### config.mk
export PLATFORM = sky130hd
export DESIGN_NAME = hashed_buffer_cache_lru_core
export DESIGN_NICKNAME = d
export VERILOG_FILES = /design/src/rtl/hbc_pkg.sv /design/src/rtl/hashed_buffer_cache_lru_core.sv
export SDC_FILE = /design/constraint.sdc
export NUM_CORES = 2
export LEC_CHECK = 0
export BUFFER_PORTS_ARGS = -buffer_cell sky130_fd_sc_hd__buf_2
export CORE_MARGIN = 5
export CORE_UTILIZATION = 35
export DETAILED_ROUTE_END_ITERATION = 6
export PLACE_DENSITY_LB_ADDON = 0.15
export SLEW_MARGIN = 10
export SYNTH_ARGS = -nofsm -noshare
export SYNTH_HDL_FRONTEND = slang
export SYNTH_SLANG_ARGS = --single-unit
### constraint.sdc
create_clock -name clk -period 11.1 [get_ports clk]
set_clock_uncertainty 0.1 [all_clocks]
set_input_delay 0 -clock clk [delete_from_list [all_inputs] [get_ports clk]]
set_output_delay 0 -clock clk [all_outputs]
set_load 0.005 [all_outputs]
### src/rtl/hbc_pkg.sv
// Shared types, field widths and command and status codes of the buffer cache tag engine.
package hbc_pkg;

	// Field widths fixed by the transaction format.
	localparam int DEV_W    = 4;
	localparam int BLK_W    = 32;
	localparam int CNT_W    = 8;
	localparam int BKT_W    = 4;
	localparam int STAMP_W  = 32;

	// Default geometry of the cache.
	localparam int DEF_NUM_BUFFERS = 32;
	localparam int DEF_NUM_BUCKETS = 13;

	// The hash sum is reduced one byte per cycle, most significant byte first.
	localparam int HASH_BITS   = 8;
	localparam int HASH_STEPS  = BLK_W / HASH_BITS;
	localparam int HASH_CNT_W  = $clog2(HASH_STEPS);
	localparam int DEV_SHIFT   = 3;

	localparam logic [CNT_W-1:0] COUNT_MAX = {CNT_W{1'b1}};

	typedef logic [1:0] cmd_t;
	typedef logic [1:0] status_t;

	localparam cmd_t CMD_GET     = 2'd0;
	localparam cmd_t CMD_RELEASE = 2'd1;
	localparam cmd_t CMD_PIN     = 2'd2;
	localparam cmd_t CMD_UNPIN   = 2'd3;

	localparam status_t ST_OK        = 2'd0;
	localparam status_t ST_NO_FREE   = 2'd1;
	localparam status_t ST_UNDERFLOW = 2'd2;
	localparam status_t ST_OVERFLOW  = 2'd3;

	// One buffer descriptor as held in the descriptor memory.
	typedef struct packed {
		logic [DEV_W-1:0]   dev;
		logic [BLK_W-1:0]   blk;
		logic               valid;
		logic [CNT_W-1:0]   count;
		logic [BKT_W-1:0]   bucket;
		logic [STAMP_W-1:0] stamp;
	} hbc_entry_t;

endpackage

### src/rtl/hashed_buffer_cache_lru_core.sv
// Buffer cache tag engine: descriptor memory, hash unit and scan sequencer.
// A get reduces the hash one byte at a time, then one descriptor memory read port scans
// every buffer once. Release, pin and unpin read the named buffer and adjust its count; a
// release that drops the count to zero also rehashes the tag and moves it to its bucket's head.
// One transaction is in work at a time; the next is taken the cycle after the result is queued.
// Reset is asynchronous and active low; per-buffer written flags make unwritten entries read
// as their reset value, so no clearing pass is needed.
module hashed_buffer_cache_lru_core #(
	parameter int NUM_BUFFERS = hbc_pkg::DEF_NUM_BUFFERS,
	parameter int NUM_BUCKETS = hbc_pkg::DEF_NUM_BUCKETS,
	parameter int IDX_W       = $clog2(NUM_BUFFERS)
) (
	input  logic                    clk,
	input  logic                    arst_n,
	input  logic                    in_valid,
	output logic                    in_stall,
	input  hbc_pkg::cmd_t           command,
	input  logic [hbc_pkg::DEV_W-1:0] device,
	input  logic [hbc_pkg::BLK_W-1:0] block_number,
	input  logic [IDX_W-1:0]        buffer_index,
	output logic                    out_valid,
	input  logic                    out_stall,
	output logic [IDX_W-1:0]        granted_buffer,
	output logic                    was_hit,
	output logic                    needs_read,
	output hbc_pkg::status_t        status
);
	import hbc_pkg::*;

	localparam int SCAN_W = $clog2(NUM_BUFFERS + 1);
	localparam logic [SCAN_W-1:0] ScanEnd = SCAN_W'(NUM_BUFFERS);
	localparam logic [IDX_W:0]    NumBuf  = (IDX_W + 1)'(NUM_BUFFERS);
	localparam logic [BKT_W:0]    NbExt   = (BKT_W + 1)'(NUM_BUCKETS);
	localparam logic [BKT_W:0]    NbM1    = (BKT_W + 1)'(NUM_BUCKETS - 1);

	localparam logic [2:0] S_IDLE   = 3'd0;
	localparam logic [2:0] S_HASH   = 3'd1;
	localparam logic [2:0] S_SCAN   = 3'd2;
	localparam logic [2:0] S_RDENT  = 3'd3;
	localparam logic [2:0] S_FINISH = 3'd4;

	logic [2:0] state_q;

	// Latched transaction.
	cmd_t             cmd_q;
	logic [DEV_W-1:0] dev_q;
	logic [BLK_W-1:0] blk_q;
	logic             rel_q;

	// Hash unit.
	logic [BLK_W-1:0]      sum_q;
	logic [BKT_W-1:0]      hash_rem_q;
	logic [HASH_CNT_W-1:0] hash_cnt_q;
	logic [BKT_W-1:0]      hash_next;

	// Descriptor memory and its written flags.
	hbc_entry_t             mem [NUM_BUFFERS];
	logic [NUM_BUFFERS-1:0] written_q;
	logic                   rd_en;
	logic [IDX_W-1:0]       rd_addr;
	hbc_entry_t             rd_data_q;
	logic                   rd_flag_q;
	logic [IDX_W-1:0]       rd_idx_q;
	hbc_entry_t             rd_entry;

	// Scan pipeline.
	logic [SCAN_W-1:0]  scan_cnt_q;
	logic               scan_issue;
	logic               scan_v_s1;
	logic               v_s2;
	logic               match_s2;
	logic               free_s2;
	logic [BKT_W-1:0]   dist_s2;
	logic [STAMP_W-1:0] age_s2;
	logic [IDX_W-1:0]   idx_s2;
	hbc_entry_t         entry_s2;
	logic [BKT_W:0]     dist_raw;
	logic [BKT_W-1:0]   dist_s1;
	logic               scan_done;

	// Best candidates found so far.
	logic               hit_found_q;
	logic [IDX_W-1:0]   hit_idx_q;
	logic [STAMP_W-1:0] hit_age_q;
	hbc_entry_t         hit_entry_q;
	logic               vic_found_q;
	logic [IDX_W-1:0]   vic_idx_q;
	logic [STAMP_W-1:0] vic_age_q;
	logic [BKT_W-1:0]   vic_dist_q;

	// Pending result and write-back.
	logic [IDX_W-1:0]   res_granted_q;
	logic               res_hit_q;
	logic               res_nread_q;
	status_t            res_status_q;
	logic               wr_en_q;
	logic [IDX_W-1:0]   wr_addr_q;
	hbc_entry_t         wr_entry_q;
	logic               bump_q;
	logic [STAMP_W-1:0] stamp_counter_q;

	// Output register.
	logic               out_valid_q;
	logic               finish_fire;
	logic               in_accept;

	assign in_stall    = (state_q != S_IDLE);
	assign in_accept   = in_valid && !in_stall;
	assign finish_fire = (state_q == S_FINISH) && (!out_valid_q || !out_stall);
	assign out_valid   = out_valid_q;

	// One hash step: fold one byte of the sum into the running remainder.
	always_comb begin
		logic [BKT_W:0] r5;
		r5 = '0;
		hash_next = hash_rem_q;
		for (int j = 0; j < HASH_BITS; j++) begin
			r5 = {hash_next, sum_q[BLK_W-1-j]};
			if (r5 >= NbExt) begin
				r5 = r5 - NbExt;
			end
			hash_next = r5[BKT_W-1:0];
		end
	end

	// Read port address: the named buffer at acceptance, else the scan pointer.
	assign scan_issue = (state_q == S_SCAN) && (scan_cnt_q < ScanEnd);
	always_comb begin
		rd_en   = scan_issue;
		rd_addr = scan_cnt_q[IDX_W-1:0];
		if (state_q == S_IDLE) begin
			rd_en   = in_accept && (command != CMD_GET) && ({1'b0, buffer_index} < NumBuf);
			rd_addr = buffer_index;
		end
	end

	// Synchronous read with registered data.
	always_ff @(posedge clk) begin
		if (rd_en) begin
			rd_data_q <= mem[rd_addr];
			rd_flag_q <= written_q[rd_addr];
			rd_idx_q  <= rd_addr;
		end
	end

	// Memory write at the end of a transaction.
	always_ff @(posedge clk) begin
		if (finish_fire && wr_en_q) begin
			mem[wr_addr_q] <= wr_entry_q;
		end
	end

	always_ff @(posedge clk or negedge arst_n) begin
		if (!arst_n) begin
			written_q <= '0;
		end else if (finish_fire && wr_en_q) begin
			written_q[wr_addr_q] <= 1'b1;
		end
	end

	// A never-written entry reads as its reset value.
	always_comb begin
		rd_entry = rd_data_q;
		if (!rd_flag_q) begin
			rd_entry        = '0;
			rd_entry.stamp  = STAMP_W'(rd_idx_q);
		end
	end

	// Bucket distance from the tag's bucket, starting at the bucket after it.
	always_comb begin
		dist_raw = {1'b0, rd_entry.bucket} + (NbM1 - {1'b0, hash_rem_q});
		if (dist_raw >= NbExt) begin
			dist_raw = dist_raw - NbExt;
		end
		dist_s1 = dist_raw[BKT_W-1:0];
	end

	// Second scan stage: tag match, free flag and age of each descriptor.
	always_ff @(posedge clk) begin
		if (scan_v_s1) begin
			match_s2 <= (rd_entry.bucket == hash_rem_q) && (rd_entry.dev == dev_q) &&
				(rd_entry.blk == blk_q);
			free_s2  <= (rd_entry.count == '0);
			dist_s2  <= dist_s1;
			age_s2   <= stamp_counter_q - rd_entry.stamp;
			idx_s2   <= rd_idx_q;
			entry_s2 <= rd_entry;
		end
	end

	assign scan_done = (state_q == S_SCAN) && (scan_cnt_q == ScanEnd) && !scan_v_s1 && !v_s2;

	// Candidate tracking: youngest hit, and oldest free buffer in the nearest bucket.
	always_ff @(posedge clk) begin
		if (v_s2 && match_s2 && (!hit_found_q || (age_s2 < hit_age_q))) begin
			hit_idx_q   <= idx_s2;
			hit_age_q   <= age_s2;
			hit_entry_q <= entry_s2;
		end
		if (v_s2 && free_s2 && (!vic_found_q || (dist_s2 < vic_dist_q) ||
			((dist_s2 == vic_dist_q) && (age_s2 > vic_age_q)))) begin
			vic_idx_q  <= idx_s2;
			vic_age_q  <= age_s2;
			vic_dist_q <= dist_s2;
		end
	end

	// Sequencer and control state.
	always_ff @(posedge clk or negedge arst_n) begin
		if (!arst_n) begin
			state_q         <= S_IDLE;
			scan_v_s1       <= 1'b0;
			v_s2            <= 1'b0;
			hit_found_q     <= 1'b0;
			vic_found_q     <= 1'b0;
			wr_en_q         <= 1'b0;
			bump_q          <= 1'b0;
			rel_q           <= 1'b0;
			hash_cnt_q      <= '0;
			scan_cnt_q      <= '0;
			stamp_counter_q <= STAMP_W'(NUM_BUFFERS);
			out_valid_q     <= 1'b0;
		end else begin
			scan_v_s1 <= scan_issue;
			v_s2      <= scan_v_s1;
			if (v_s2 && match_s2) begin
				hit_found_q <= 1'b1;
			end
			if (v_s2 && free_s2) begin
				vic_found_q <= 1'b1;
			end
			if (out_valid_q && !out_stall) begin
				out_valid_q <= 1'b0;
			end
			unique case (state_q)
				S_IDLE: begin
					if (in_accept) begin
						wr_en_q <= 1'b0;
						bump_q  <= 1'b0;
						rel_q   <= 1'b0;
						if (command == CMD_GET) begin
							hash_cnt_q <= '0;
							state_q    <= S_HASH;
						end else if ({1'b0, buffer_index} < NumBuf) begin
							state_q <= S_RDENT;
						end else begin
							state_q <= S_FINISH;
						end
					end
				end
				S_HASH: begin
					hash_cnt_q <= hash_cnt_q + 1'b1;
					if (hash_cnt_q == HASH_CNT_W'(HASH_STEPS - 1)) begin
						if (rel_q) begin
							state_q <= S_FINISH;
						end else begin
							hit_found_q <= 1'b0;
							vic_found_q <= 1'b0;
							scan_cnt_q  <= '0;
							state_q     <= S_SCAN;
						end
					end
				end
				S_SCAN: begin
					if (scan_issue) begin
						scan_cnt_q <= scan_cnt_q + 1'b1;
					end
					if (scan_done) begin
						wr_en_q <= hit_found_q || vic_found_q;
						bump_q  <= !hit_found_q && vic_found_q;
						state_q <= S_FINISH;
					end
				end
				S_RDENT: begin
					if (cmd_q == CMD_PIN) begin
						wr_en_q <= (rd_entry.count != COUNT_MAX);
						state_q <= S_FINISH;
					end else if (rd_entry.count == '0) begin
						state_q <= S_FINISH;
					end else if ((cmd_q == CMD_RELEASE) && (rd_entry.count == CNT_W'(1))) begin
						wr_en_q    <= 1'b1;
						bump_q     <= 1'b1;
						rel_q      <= 1'b1;
						hash_cnt_q <= '0;
						state_q    <= S_HASH;
					end else begin
						wr_en_q <= 1'b1;
						state_q <= S_FINISH;
					end
				end
				S_FINISH: begin
					if (finish_fire) begin
						out_valid_q <= 1'b1;
						if (bump_q) begin
							stamp_counter_q <= stamp_counter_q + 1'b1;
						end
						state_q <= S_IDLE;
					end
				end
				default: begin
					state_q <= S_IDLE;
				end
			endcase
		end
	end

	// Payload of the transaction, the hash unit and the pending result.
	always_ff @(posedge clk) begin
		if (in_accept) begin
			cmd_q         <= command;
			dev_q         <= device;
			blk_q         <= block_number;
			sum_q         <= {{(BLK_W - DEV_W - DEV_SHIFT){1'b0}}, device, {DEV_SHIFT{1'b0}}} +
				block_number;
			hash_rem_q    <= '0;
			res_granted_q <= buffer_index;
			res_hit_q     <= 1'b0;
			res_nread_q   <= 1'b0;
			res_status_q  <= ST_OK;
			wr_addr_q     <= buffer_index;
		end
		if (state_q == S_HASH) begin
			hash_rem_q <= hash_next;
			sum_q      <= sum_q << HASH_BITS;
			if (rel_q && (hash_cnt_q == HASH_CNT_W'(HASH_STEPS - 1))) begin
				wr_entry_q.bucket <= hash_next;
				wr_entry_q.stamp  <= stamp_counter_q;
			end
		end
		// Release, pin and unpin: adjust the count of the named buffer.
		if (state_q == S_RDENT) begin
			wr_entry_q <= rd_entry;
			if (cmd_q == CMD_PIN) begin
				if (rd_entry.count == COUNT_MAX) begin
					res_status_q <= ST_OVERFLOW;
				end else begin
					wr_entry_q.count <= rd_entry.count + 1'b1;
				end
			end else if (rd_entry.count == '0) begin
				res_status_q <= ST_UNDERFLOW;
			end else begin
				wr_entry_q.count <= rd_entry.count - 1'b1;
				if ((cmd_q == CMD_RELEASE) && (rd_entry.count == CNT_W'(1))) begin
					sum_q      <= {{(BLK_W - DEV_W - DEV_SHIFT){1'b0}}, rd_entry.dev,
						{DEV_SHIFT{1'b0}}} + rd_entry.blk;
					hash_rem_q <= '0;
				end
			end
		end
		// Get: hit, victim retag, or no free buffer.
		if (scan_done) begin
			if (hit_found_q) begin
				res_granted_q    <= hit_idx_q;
				res_hit_q        <= 1'b1;
				res_nread_q      <= !hit_entry_q.valid;
				wr_addr_q        <= hit_idx_q;
				wr_entry_q       <= hit_entry_q;
				wr_entry_q.valid <= 1'b1;
				if (hit_entry_q.count == COUNT_MAX) begin
					res_status_q <= ST_OVERFLOW;
				end else begin
					wr_entry_q.count <= hit_entry_q.count + 1'b1;
				end
			end else if (vic_found_q) begin
				res_granted_q     <= vic_idx_q;
				res_nread_q       <= 1'b1;
				wr_addr_q         <= vic_idx_q;
				wr_entry_q.dev    <= dev_q;
				wr_entry_q.blk    <= blk_q;
				wr_entry_q.valid  <= 1'b1;
				wr_entry_q.count  <= CNT_W'(1);
				wr_entry_q.bucket <= hash_rem_q;
				wr_entry_q.stamp  <= stamp_counter_q;
			end else begin
				res_granted_q <= '0;
				res_status_q  <= ST_NO_FREE;
			end
		end
	end

	// Output register.
	always_ff @(posedge clk) begin
		if (finish_fire) begin
			granted_buffer <= res_granted_q;
			was_hit        <= res_hit_q;
			needs_read     <= res_nread_q;
			status         <= res_status_q;
		end
	end

endmodule

**Word-level counts from Yosys, hierarchy flattened**

Memory sizes are Yosys's and may differ from the RTL's. A register that Yosys moved wholly into a read port is not among the register bits.
Index checks and enable logic that the tools add are counted.
Widths: inputs -> output; s select.

- Logic and storage cells: 278
- Memories kept: 1
- Bits in registers: 550
- Output and inout port bits: 11
- Bits in writable memories: 2592

Memory list:

| memory | depth | bits a word | rd ports | clocked after Yosys merged registers in | wr ports | RTL line | text |
|---|---|---|---|---|---|---|---|
| mem | 32 | 81 | 1 | 1 | 1 | hashed_buffer_cache_lru_core.sv:57 | `hbc_entry_t mem [NUM_BUFFERS];` |

- Bitwise gates (word level): 1
- Add/subtract/negate cells: 20
- Multiplexer cells: 106
- Reduce and logical (&&, ||, !) cells: 50
- Order comparisons: 16
- Equal/unequal tests: 27

Operators by type and width:

| cell | number |
|---|---|
| $mux 81 | 5 |
| $mux 32 | 6 |
| $mux 36 | 2 |
| $add 7x32->32 | 2 |
| $mux 4 | 15 |
| $ge 5x4->1 const B | 9 |
| $mux 5 | 9 |
| $sub 4x4->4 const B | 9 |
| $add 32x1->32 const B | 1 |
| $eq 32x32->1 | 1 |
| $gt 32x32->1 | 1 |
| $lt 32x32->1 | 1 |
| $mux 8 | 4 |
| $or 32x32->32 | 1 |
| $sub 32x32->32 | 1 |
| $mux 1 | 31 |
| $mux 2 | 15 |
| $mux 3 | 8 |
| $logic_and 1x1->1 | 20 |
| $mux 6 | 3 |
| $ne 2x2->1 const B | 9 |
| $add 8x1->8 const B | 2 |
| $eq 8x8->1 const B | 2 |
| $pmux 3 s5 | 1 |
| other kinds (37) | 62 |

**Depth between registers and ports, before layout**

- Depth after elaboration: 22
- Gate-level depth with buffers: 25
- Depth with buffers taken out: 22

**Worst setup path after synthesis**

Ideal clock, no wire load.

- Kind: reg2reg
- Start point: reg age_s2[1]
- End point: reg hit_age_q[0], enable pin
- Path slack: 1.369 ns
- Required time: 10.364 ns
- Cell stages (with the launch flop): 20
- Buffers on the path: 0
- Data arrival time: 8.995 ns
- Path through: edfxtp_1 ha_1 a21o_1 a21o_1 a21o_1 a21o_1 a21o_1 a21o_1 a21o_1 a21o_1 a21o_1 a21o_1 a21o_1 a21o_1 a21o_1 a21o_1 a21oi_1 or3_1 a211oi_1 o22ai_1

- Cells in the longest elaborated chain, start to end: 3

Ends and longest elaborated chain:

| item | RTL line | text |
|---|---|---|
| start: declaration | hashed_buffer_cache_lru_core.sv:74 | `logic [STAMP_W-1:0] age_s2;` |
| start signal: assignment | hashed_buffer_cache_lru_core.sv:186 | `age_s2 <= stamp_counter_q - rd_entry.stamp;` |
| $lt 32x32->1 | hashed_buffer_cache_lru_core.sv:196 | `if (v_s2 && match_s2 && (!hit_found_q \|\| (age_s2 < hit_age_q))) begin` |
| $logic_or 1x1->1 | hashed_buffer_cache_lru_core.sv:196 |  |
| $logic_and 1x1->1 | hashed_buffer_cache_lru_core.sv:196 |  |
| end signal: assignment | hashed_buffer_cache_lru_core.sv:198 | `hit_age_q <= age_s2;` |
| end: declaration | hashed_buffer_cache_lru_core.sv:84 | `logic [STAMP_W-1:0] hit_age_q;` |

Every way passes these cells.
A chain may end at the register's enable or synchronous reset.

**Final worst setup path**

- Start point: reg hash_rem_q[0]
- End point: reg hash_rem_q[3]

- Cells in the longest elaborated chain, start to end: 21

Ends and longest elaborated chain:

| item | RTL line | text |
|---|---|---|
| start: declaration | hashed_buffer_cache_lru_core.sv:52 | `logic [BKT_W-1:0] hash_rem_q;` |
| start signal: assignment | hashed_buffer_cache_lru_core.sv:324 | `hash_rem_q <= hash_next;` |
| $sub 4x4->4 or $ge 5x4->1 (tied branches) | hashed_buffer_cache_lru_core.sv:120, hashed_buffer_cache_lru_core.sv:119 |  |
| $mux 4 (*) | hashed_buffer_cache_lru_core.sv:119 | `if (r5 >= NbExt) begin` |
| $sub 4x4->4 or $ge 5x4->1 (tied branches) | hashed_buffer_cache_lru_core.sv:120, hashed_buffer_cache_lru_core.sv:119 |  |
| $mux 4 (*) | hashed_buffer_cache_lru_core.sv:119 |  |
| $sub 4x4->4 or $ge 5x4->1 (tied branches) | hashed_buffer_cache_lru_core.sv:120, hashed_buffer_cache_lru_core.sv:119 |  |
| $mux 4 (*) | hashed_buffer_cache_lru_core.sv:119 |  |
| $ge 5x4->1 or $sub 4x4->4 (tied branches) | hashed_buffer_cache_lru_core.sv:119, hashed_buffer_cache_lru_core.sv:120 |  |
| $mux 4 (*) | hashed_buffer_cache_lru_core.sv:119 |  |
| [5 not listed] | n/a |  |
| $mux 4 (*) | hashed_buffer_cache_lru_core.sv:119 |  |
| $sub 4x4->4 or $ge 5x4->1 (tied branches) | hashed_buffer_cache_lru_core.sv:120, hashed_buffer_cache_lru_core.sv:119 |  |
| $mux 4 (*) | hashed_buffer_cache_lru_core.sv:119 |  |
| $mux 4 (*) | hashed_buffer_cache_lru_core.sv:323 | `if (state_q == S_HASH) begin` |
| $mux 4 | hashed_buffer_cache_lru_core.sv:344 | `if ((cmd_q == CMD_RELEASE) && (rd_entry.count == CNT_W'(1))) begin` |
| $mux 4 | hashed_buffer_cache_lru_core.sv:340 | `end else if (rd_entry.count == '0) begin` |
| $mux 4 | hashed_buffer_cache_lru_core.sv:334 | `if (cmd_q == CMD_PIN) begin` |
| $mux 4 (*) | hashed_buffer_cache_lru_core.sv:332 | `if (state_q == S_RDENT) begin` |

Every way passes the cells marked *; elsewhere a longest branch is shown, timed or not.

==> qor.csv <==
metric,value,unit
cell repeated most along the worst path,o22ai_1,
Slew headroom,0.144,
WP data required,11.80,ns
final setup TNS,0,ns
clk buf depth,4,
post_cts resized,0,
initial antenna violation count,31,
Worst Tran Pin Value,1.28,ns
drt via density,5.46,
area grow syn2layout,14.0,%
register bit total from synthesis,3223,
"Hold Vio Cnt, Final",0,
ANT nets after route,0,
peak supply drop,379,uV
"Warnings, synthesis",0,
pin count of the biggest net entering global routing,151,
Post-synth top flop,edfxtp_1,
Mapped Area,0.133,sq mm
DP Wirelength,220000,um
"Largest stage delay, worst path",0.86,ns
Mapped Cells,10700,
num ports,58,
Fill cells,35300,
GRT Total Usage,0.212,
vias,87500,
CP startpoint kind,register,
critical path capture point type,register,
Post-synth ARST share,0.0258,
Worst path slowest cell,o22ai_1,
# H-tree levels,5,
first-pass GRT wire length,616000,um
vias in the first global route,84800,
hold crit path type,in2async,
Pre-antenna DRT Iters,6,
status,finished clean,
pre-CTS setup slack,4.64,ns
"Worst Setup Slack, final",4.37,ns
Starting Density,0.351,
RSZ-0062 raised after global routing,no,
WL final,429000,um
min Tclk post-route,6.73,ns
CTS tree,done,
grt ovf,0,
Final Max Slew Viols,0,
Die X,626,um
DRC viols,0,
setup violators final,0,
clk root buf,clkbuf_16,
Cell Rows,226,
number of DRC markers after the initial detailed-route iteration,8512,
Die Ht,626,um
PwrDens,281,mW/mm^2
CP max FO,12,
Unique masters post-synth,105,
Leakage,53.3,nW
Sinks on Clock Net,3223,
CP arrival,7.43,ns
number of flops mapped to enable cells by yosys,3014,
Layout Nets,10900,
Port Buffer Count,57,
Skew-Pair Late Insertion Delay,0.95,ns
synth top area cells,"edfxtp_1 68%, nand2_1 8.2%, nand3_1 5.2%, a311oi_1 2.7%, dfxtp_1 1.9%",
post-synthesis sequential area ratio,0.715,
period utilization,0.607,
fmax,148,MHz
"CTS clk-pin slew, worst paths",0.07,ns
Avg WL per Cell,26.8,um
post-layout power,42.7,mW
core area,0.379,sq mm
CTS buffer count,356,
Syn Area/Cell,12.4,sq um
critical path class,reg2reg,
max-cap viol count,0,
syn_nets,10900,
RePlAce Congestion,0.853,
final hold slack,0.119,ns
critical-path cell list,inv_1 -> ha_1 -> and3b_1 -> a31oi_1 -> a2bb2oi_4 -> nor4_1 -> o21ai_2 -> o22ai_1 -> o22ai_1 -> a21oi_2 -> o22ai_2 -> a2111oi_4 -> o31ai_4 -> mux2i_4 -> and3b_4 -> a211oi_2 -> nor2_1 -> a221oi_1 -> o22ai_1 -> nand2_1 -> o41ai_1,
Die ar.,0.392,sq mm
"area leader, netlist",edfxtp_1,
post-synth top area share,0.681,
"Core Util, Final",0.400,
share of layout cells above drive strength 1,0.0825,
Yosys cell counts, types with 10 or more instances:
cell	count
dfrtp_1	82
o211ai_1	10
a31oi_1	102
nand4_1	41
edfxtp_1	3014
ha_1	125
nor2_1	214
mux2i_1	43
o21ai_0	167
xnor2_1	102
a21boi_0	10
or2_2	37
or3_1	11
o21a_1	17
nand3_1	1389
a21oi_1	176
nor4_1	12
nand2b_1	26
and2_1	18
nor3_1	39
a21o_1	152
inv_1	190
clkbuf_1	633
nand2_1	2908
nor2b_1	26
o22ai_1	77
xor2_1	54
a211oi_1	58
a311oi_1	415
mux2_2	10
a22oi_1	10
dfxtp_1	126
buf_1	44
and3_1	208
cell usage in the layout, fill, tap and decap left out, types with 54 or more instances in the layout:
cell type,n
a21o_1,151
clkinv_1,67
clkbuf_16,361
inv_1,189
and3_1,207
ha_1,125
a211oi_1,58
nand2_1,2906
o22ai_1,76
a31oi_1,102
xor2_1,54
nor2_1,180
edfxtp_1,3014
o21ai_0,167
a311oi_1,415
buf_2,56
xnor2_1,102
a21oi_1,175
dlygate4sd3_1,90
nand3_1,1388
clkbuf_1,84
buf_4,169
dfxtp_1,120
dfrtp_1,80
sequential cells by signal (all words and copies together) (netlist names), 6 cells and up:
register and count:
age_s2 32, rd_data_q 81, sum_q 32, wr_entry_q 81, stamp_counter_q 32, written_q 32
scan_cnt_q 6, mem 2592, blk_q 32, vic_age_q 32, hit_entry_q 81, hit_age_q 32
entry_s2 81
repair_timing:
item                       CTS  global route
setup endpoints to repair    0             0
hold endpoints to repair   273             0
buffers inserted             0             0
hold buffers                91             0
area by class of cell:
| class | count | area, sq um | area share |
|---|---|---|---|
| multi-input combinational | 6584 | 34900 | 0.230 |
| inverter | 195 | 759 | 0.00501 |
| sequential | 3223 | 95100 | 0.627 |
| antenna | 7 | 17.5 | 0.000116 |
| timing repair buffer | 342 | 2990 | 0.0197 |
| clock buffer | 473 | 9730 | 0.0642 |
| clock inverter | 177 | 1860 | 0.0122 |
| tap | 5016 | 6280 | 0.0414 |
final timing paths:
check / start / slack, ns / cells past startpoint / end
worst max-delay path: hash_rem_q[0]$_DFF_P_ / 4.37 / 21 / hash_rem_q[3]$_DFF_P_
worst min-delay path: arst_n / 0.12 / 4 / written_q[24]$_DFFE_PN0P_
worst max register to register: hash_rem_q[0]$_DFF_P_ / 4.37 / 21 / hash_rem_q[3]$_DFF_P_
worst min register to register: entry_s2[25]$_DFFE_PP_ / 0.31 / 0 / hit_entry_q[25]$_DFFE_PP_
max in group asynchronous: arst_n / 9.76 / 4 / scan_v_s1$_DFF_PN0_
min in group clk: block_number[3] / 0.13 / 5 / sum_q[3]$_DFF_P_
per-layer routing:
metal,wire length [um],share of wire,GRT usage
met1,186000,0.43,0.292
met2,204000,0.48,0.351
met3,23000,0.054,0.0251
met4,16300,0.038,0.0709
met5,0,0,0
critical path: cells and delay by family (launching register included):
| family | cells | cell delay (ns) |
|---|---|---|
| AO/OA/AOI/OAI | 13 | 3.94 |
| buffers and inverters | 1 | 0.13 |
| flip-flops | 1 | 0.59 |
| adder cells (fa/ha/maj) | 1 | 0.34 |
| multiplexers | 1 | 0.25 |
| AND/OR/NAND/NOR | 5 | 1.24 |
cells by family after synthesis:
logic type | after synthesis | synth area share
xor+xnor | 157 | 0.0104
simple gates | 4959 | 0.162
buf+inv | 886 | 0.0254
flops | 3223 | 0.715
fa+ha+maj | 129 | 0.0124
compound gates | 1283 | 0.0704
mux | 56 | 0.00444
power breakdown:
group          switching, mW  internal, mW
sequential              1.59          15.4
clock                   4.94          6.86
combinational           9.48          4.38
total                   16.0          26.7
stage by stage:
| stage | cell area (sq um) | std cells |
|---|---|---|
| after global placement | 139000 | 15300 |
| after CTS | 152000 | 16000 |
| after global routing | 152000 | 16000 |
| after floorplan | 133000 | 10700 |
| final | 152000 | 16000 |
| after detailed placement | 139000 | 15300 |
Note: power is estimated with default switching activity, not from simulation.
